`src/sv/kfa_pkg.sv`:
```
// Shared types, constants and helpers for the kinematic frame stepper.
package kfa_pkg;

  localparam int FRAC_BITS = 16;
  localparam int TIME_SHIFT = 16;

  // Register indexes on the configuration port
  localparam logic [2:0] REG_MAX_SPEED = 3'd0;
  localparam logic [2:0] REG_ACCEL     = 3'd1;
  localparam logic [2:0] REG_FRICTION  = 3'd2;
  localparam logic [2:0] REG_GRAVITY   = 3'd3;
  localparam logic [2:0] REG_AIR       = 3'd4;
  localparam logic [2:0] REG_ENABLE    = 3'd5;

  // Reset values in whole units, scaled by the fraction bits at the top level; the air factor is raw
  localparam int MAX_SPEED_UNITS = 5;
  localparam int ACCEL_UNITS     = 50;
  localparam int FRICTION_UNITS  = 15;
  localparam int GRAVITY_UNITS   = -10;
  localparam logic [16:0] AIR_FACTOR_RST = 17'd19661;

  typedef enum logic {
    OP_SQRT,
    OP_DIV
  } iter_op_e;

  typedef struct packed {
    logic     start;
    iter_op_e op;
  } iter_req_t;

  function automatic logic signed [31:0] sat32(input logic signed [65:0] x);
    logic signed [31:0] r;
    if (x > 66'sd2147483647) begin
      r = 32'sh7FFF_FFFF;
    end else if (x < -66'sd2147483648) begin
      r = 32'sh8000_0000;
    end else begin
      r = x[31:0];
    end
    return r;
  endfunction

endpackage

```
`src/sv/kfa_iter.sv`:
```
// Shared iterative unit: 64-bit square root or 64/32 division, one bit a cycle.
module kfa_iter (
  input  logic                clk_i,
  input  logic                rst_ni,
  input  kfa_pkg::iter_req_t  req_i,
  input  logic [63:0]         opa_i,
  input  logic [31:0]         opb_i,
  output logic                done_o,
  output logic [31:0]         res_o
);

  logic [35:0]       rem_q, rem_d;
  logic [63:0]       src_q, src_d;
  logic [31:0]       res_q, res_d;
  logic [31:0]       den_q, den_d;
  logic [4:0]        cnt_q, cnt_d;
  logic              busy_q, busy_d;
  logic              done_q, done_d;
  kfa_pkg::iter_op_e op_q, op_d;

  logic [35:0] rem_ext, trial, diff;
  logic        ge;

  always_comb begin
    unique case (op_q)
      kfa_pkg::OP_SQRT: begin
        rem_ext = {rem_q[33:0], src_q[63:62]};
        trial   = {2'b00, res_q, 2'b01};
      end
      kfa_pkg::OP_DIV: begin
        rem_ext = {3'b000, rem_q[31:0], src_q[63]};
        trial   = {4'b0000, den_q};
      end
      default: begin
        rem_ext = '0;
        trial   = '0;
      end
    endcase
    diff = rem_ext - trial;
    ge   = (rem_ext >= trial);
  end

  always_comb begin
    rem_d  = rem_q;
    src_d  = src_q;
    res_d  = res_q;
    den_d  = den_q;
    cnt_d  = cnt_q;
    busy_d = busy_q;
    op_d   = op_q;
    done_d = 1'b0;
    if (req_i.start) begin
      op_d   = req_i.op;
      busy_d = 1'b1;
      cnt_d  = '0;
      res_d  = '0;
      den_d  = opb_i;
      if (req_i.op == kfa_pkg::OP_SQRT) begin
        rem_d = '0;
        src_d = opa_i;
      end else begin
        rem_d = {4'b0000, opa_i[63:32]};
        src_d = {opa_i[31:0], 32'd0};
      end
    end else if (busy_q) begin
      rem_d = ge ? diff : rem_ext;
      res_d = {res_q[30:0], ge};
      src_d = (op_q == kfa_pkg::OP_SQRT) ? {src_q[61:0], 2'b00} : {src_q[62:0], 1'b0};
      cnt_d = cnt_q + 5'd1;
      if (cnt_q == 5'd31) begin
        busy_d = 1'b0;
        done_d = 1'b1;
      end
    end
  end

  always_ff @(posedge clk_i or negedge rst_ni) begin
    if (!rst_ni) begin
      busy_q <= 1'b0;
      done_q <= 1'b0;
      cnt_q  <= '0;
      op_q   <= kfa_pkg::OP_SQRT;
    end else begin
      busy_q <= busy_d;
      done_q <= done_d;
      cnt_q  <= cnt_d;
      op_q   <= op_d;
    end
  end

  always_ff @(posedge clk_i) begin
    rem_q <= rem_d;
    src_q <= src_d;
    res_q <= res_d;
    den_q <= den_d;
  end

  assign done_o = done_q;
  assign res_o  = res_q;

endmodule

```
`config.mk`:
```
export PLATFORM = sky130hd
export DESIGN_NAME = kfa_iter
export DESIGN_NICKNAME = d
export VERILOG_FILES = /design/src/sv/kfa_pkg.sv /design/src/sv/kfa_iter.sv
export SDC_FILE = /design/constraint.sdc
export NUM_CORES = 1
export LEC_CHECK = 0
export BUFFER_PORTS_ARGS = -buffer_cell sky130_fd_sc_hd__buf_2
export CAP_MARGIN = 10
export CORE_MARGIN = 4
export CORE_UTILIZATION = 40
export CTS_CLUSTER_SIZE = 25
export DETAILED_ROUTE_END_ITERATION = 8
export PLACE_DENSITY = 0.58
export SYNTH_ARGS = -nofsm -noshare
export SYNTH_HDL_FRONTEND = slang
export SYNTH_SLANG_ARGS = --single-unit
```
`constraint.sdc`:
```
create_clock -name clk_i -period 6.12 [get_ports clk_i]
set_clock_uncertainty 0.1 [all_clocks]
set_input_delay 0.612 -clock clk_i [delete_from_list [all_inputs] [get_ports clk_i]]
set_output_delay 0.612 -clock clk_i [all_outputs]
set_load 0.05 [all_outputs]
```
Yosys cells after proc, flatten, opt, wreduce, memory -nomap -nowiden:

Cells that the tools add are included.

* bits in registers: 170
* input bits: 100
* output and inout bits: 33
* word-level logic and storage cells: 32

* add/sub/neg operators: 2
* magnitude comparators: 1
* eq/ne operators: 1
* muxes and demuxes: 18
* bitwise operators: 1
* reductions and logical operators: 1

Operators by type and width (number)
* 64-bit two-way mux: 4
* 36-bit one-hot mux with 2 select lines: 2
* 34-bit two-way mux: 3
* 36-bit >= comparator: 1
* 34-bit subtractor: 1
* 32-bit two-way mux: 1
* 5-bit two-way mux: 2
* 1-bit two-way mux: 6
* 5-bit by 1-bit adder with 5-bit output, second input constant: 1
* 5-bit == test, second input constant: 1
* 2-bit nonzero test: 1
* 1-bit NOT: 1

Longest topological paths before layout:

* depth after elaboration: 6
* depth in mapped cells: 16

Worst setup path after synthesis:

Ideal clock, no wire load.

* path kind: register to register
* from: register op_q
* to: register rem_q[10] (data pin)
* library setup time: 266 ps
* data arrival time: 4279 ps
* setup slack: 1475 ps
* cell stages (with the launch flop): 17
* clock period less this slack: 4645 ps
* cells stage by stage: dfrtp_1 -> clkbuf_1 -> buf_1 -> buf_1 -> buf_1 -> mux2i_1 -> ha_1 -> a21o_1 -> a21oi_2 -> a21oi_2 -> o31ai_4 -> o211ai_1 -> a21o_1 -> a41oi_4 -> buf_6 -> mux2i_1 -> o21ai_1

* word-level cells in the longest chain between the ends: 6
* elaborated cells between the ends (all ways): 8
* those cells by class: add/sub: 1; order compare: 1; mux: 5; bitwise: 1

Ends and longest elaborated chain
* start: declaration: line kfa_iter.sv:19 `kfa_pkg::iter_op_e op_q, op_d;`
* start signal: assignment: line kfa_iter.sv:82 `op_q <= kfa_pkg::OP_SQRT;`
* start signal: assignment: line kfa_iter.sv:87 `op_q <= op_d;`
* 1-bit NOT: line kfa_iter.sv:25 `unique case (op_q)`
* 36-bit one-hot mux with 2 select lines: line kfa_iter.sv:25
* 34-bit subtractor / 36-bit >= comparator (equally long branches): line kfa_iter.sv:39, kfa_iter.sv:40
* 34-bit two-way mux (*): line kfa_iter.sv:66 `rem_d = ge ? diff : rem_ext;`
* 34-bit two-way mux (*): line kfa_iter.sv:65 `end else if (busy_q) begin`
* 34-bit two-way mux (*): line kfa_iter.sv:52 `if (req_i.start) begin`
* net rem_d[10]: line kfa_iter.sv:12 `logic [35:0] rem_q, rem_d;`
* end signal: assignment: line kfa_iter.sv:92 `rem_q <= rem_d;`
* end: declaration: line kfa_iter.sv:12

Mark *: on every way through the listed nets, which the timed path passes. The rest lies on a longest branch. The select of a mux whose other input is x is not followed.
A chain may end at the register's enable or synchronous reset.

Final worst setup path:

* from: register op_q
* to: register rem_q[23] (data pin)

Same word-level chain as after synthesis.

==> run_results.csv <==
group,metric,value,unit
routing,drc,0,
synth,synthesis.nets,1085,
floorplan,io_pins,133,
layout,layout.nets,1188,
clock_tree,cts-root-buf,"clkbuf_16",
clock_tree,tritoncts.num_buffers,17,
layout,finalNonFillerCells,1394,
worst_setup_path,path_max_fanout,53,
synth,syn_area,10100,sq um
worst_setup_path,critPathKind,"reg2reg",
clock_tree,clkSlewWorstSetupHoldPaths,70,ps
clock_tree,cts_tree,"yes",
routing,dr_total_vias,7551,
grt,grt_first_pass_wirelength,40.3,mm
clock_tree,htree_levels,4,
worst_setup_path,arrival,4660,ps
clock_tree,cts_max_path_buffers,2,
synth,syn_area_per_cell,10.7,sq um
clock_tree,cts.sinks,170,
pwr,seqPwrFrac,32.1,%
synth,synthArstFlopShare,4.71,%
synth,netlist_instances,948,
synth,ys_ff_latch,170,
layout,layout_common_cells,"154 x mux2i_1, 131 x buf_2, 130 x edfxtp_1",
grt,antenna_found_initial,0,
timing,relSlewSlack,27.5,%
pwr,p_per_area,426,nW/um^2
clock_tree,clock_latency,430,ps
layout,final_util,46.6,%
layout,seqCellArea,4750,sq um
grt,first_global_vias,7431,
worst_setup_path,cp.required,6190,ps
layout,fillers,2366,
worst_setup_path,crit_slowest_cell,"dfrtp_4",
worst_setup_path,cp-start-kind,"register",
timing,slew_viol_final,0,
min_path,hp-class,"in2reg",
floorplan,start_util,40.5,%
routing,dr.pass1.iters,5,
layout,area_growth_syn_to_layout,15.0,%
timing,fin_crit,4590,ps
clock_tree,ctsResizeCount,0,
timing,setup_violations,0,
pwr,p_total,4.97,mW
timing,fin_setup_tns,0,ps
placed_design,place_inst,1361,
timing,worst_pin_slew,1090,ps
synth,yosysSeqAreaShare,46.8,%
worst_setup_path,cp-end-kind,"register",
pwr,p_leak,4.99,nW
placed_design,dp_hpwl,17.7,mm
routing,wl,25.3,mm
pwr,switchingPower,1.88,mW
pwr,power.share.switching,37.8,%
synth,ys_types,52,
floorplan,dieArea,28000,sq um
pwr,clockPowerShare,22.0,%
timing,hold_violations,0,
pwr,ir_drop,0.223,mV
synth,yosysWarnings,0,
routing,drt-initial-drc-count,465,
grt,grt_max_degree,103,
floorplan,fp-row-count,58,
synth,ys.flop_type,"edfxtp_1",
grt,track_usage,17.8,%
pwr,internal_power,3.09,mW
layout,drive_gt1_share,20.3,%
timing,fin_ws,1530,ps
timing,fmax,0.218,GHz
floorplan,coreArea,25000,sq um
layout,diodes,0,
timing,rsz0062_at_grt,"no",
worst_setup_path,path_cells,"mux2_2 > ha_1 > nor2b_1 > o2111ai_2 > a21oi_2 > o31ai_4 > o211ai_1 > a21o_1 > a41oi_4 > buf_4 > mux2i_1 > a21oi_1",
routing,viasPerCell,5.42,
pwr,pwr-share-comb,45.9,%
job,cap_violations,0,
routing,ant_nets,0,
floorplan,die_h,167,um
synth,synth-edff-count,130,
status,status,"finished, final reports clean",
routing,avgRoutedWirePerCell,18.1,um
timing,period_share,75.1,%
grt,overflow,0,
placed_design,port_buffers,132,
layout,multiInputGateArea,5150,sq um
placed_design,globalplace.congestion,0.877,
placed_design,place_ws,1550,ps
layout,final_common_cell,"mux2i_1",
floorplan,die_width,167,um
worst_setup_path,max_stage_delay,910,ps
[power by group through the flow]
stage | clock network [mW] | logic, mW | registers (mW)
after floorplan | 0 | 1.80 | 1.58
after global placement | 0 | 2.24 | 1.62
after detailed placement | 0 | 2.26 | 1.61
after CTS | 1.12 | 2.26 | 1.60
after global routing | 1.17 | 2.53 | 1.62
final | 1.09 | 2.28 | 1.60
[layout make-up]
| class | count | share of cell area, % |
|---|---|---|
| multi-input combinational | 714 | 44.1 |
| sequential | 170 | 40.7 |
| timing repair buffer | 143 | 6.44 |
| clock buffer | 19 | 3.80 |
| tap | 330 | 3.54 |
| clock inverter | 13 | 1.24 |
| inverter | 5 | 0.161 |
[path summary, 6_finish.rpt]
| kind | end | start | depth (start not counted) | slack, ps |
|---|---|---|---|---|
| min | den_q[10]$_DFFE_PP_ | opb_i[10] | 1 | 260 |
| max reg2reg | rem_q[23]$_DFFE_PP_ | op_q$_DFFE_PN0P_ | 12 | 1530 |
| max | rem_q[23]$_DFFE_PP_ | op_q$_DFFE_PN0P_ | 12 | 1530 |
| min reg2reg | cnt_q[4]$_DFFE_PN0P_ | cnt_q[4]$_DFFE_PN0P_ | 2 | 430 |
| max in group asynchronous | op_q$_DFFE_PN0P_ | rst_ni | 2 | 5230 |
| min in group asynchronous | cnt_q[3]$_DFFE_PN0P_ | rst_ni | 2 | 480 |
[worst max-delay path, delay by kind of cell (launching register included)]
kind,cells,cell delay [ps]
flip-flops,1,910
AND/OR/NAND/NOR,1,180
adder cells (fa/ha/maj),1,360
buffers and inverters,1,480
AO/OA/AOI/OAI,7,1550
multiplexers,2,710
[state kept, by name, indices dropped and copies added (netlist names)]
register  count
src_q        64
cnt_q         5
op_q          1
busy_q        1
res_o        32
den_q        32
done_o        1
rem_q        34
[logic make-up after synthesis]
family                     Yosys count  synth area share, %
and+or+nand+nor                    235                 10.8
AOI/OAI and AO/OA                  224                 13.8
muxes                              185                 18.6
DFF                                170                 46.8
buffers and inverters               64                 2.59
adders and majority gates           37                 4.64
xor gates and xnor gates            33                 2.85
[metrics by stage]
stage	area [sq um]	hold WS (ps)
global route	11700	232
CTS	11700	235
finish	11700	256
detailed placement	11100	382
global placement	11100	383
floorplan	10100	216
[what timing repair did]
item / CTS / global route
hold buffers: 1 / 0
hold endpoints to repair: 8 / 0
buffers inserted: 0 / 0
[cells in the mapped netlist, types with 25 or more instances]
| cell | instances | share of area [%] |
|---|---|---|
| mux2i_1 | 154 | 15 |
| edfxtp_1 | 130 | 38 |
| nand2_1 | 84 | 3.1 |
| a21oi_1 | 65 | 3.2 |
| nor2_1 | 63 | 2.3 |
| o21ai_0 | 51 | 2.5 |
| clkbuf_1 | 41 | 1.5 |
| a211oi_1 | 38 | 2.8 |
| nor2b_1 | 37 | 2.3 |
| ha_1 | 36 | 4.4 |
| dfxtp_1 | 32 | 6.3 |
| mux2_2 | 31 | 3.4 |
| o21ai_1 | 25 | 1.2 |
[per-layer routing]
metal	vias to the layer above	routed length [um]	track usage, %
met1	3636	13100	27.8
met2	176	10800	26.0
met3	10	1150	2.79
li1	3729	-	-
met5	-	0	0
met4	0	215	4.13
Power figures use the tool's default switching activity.
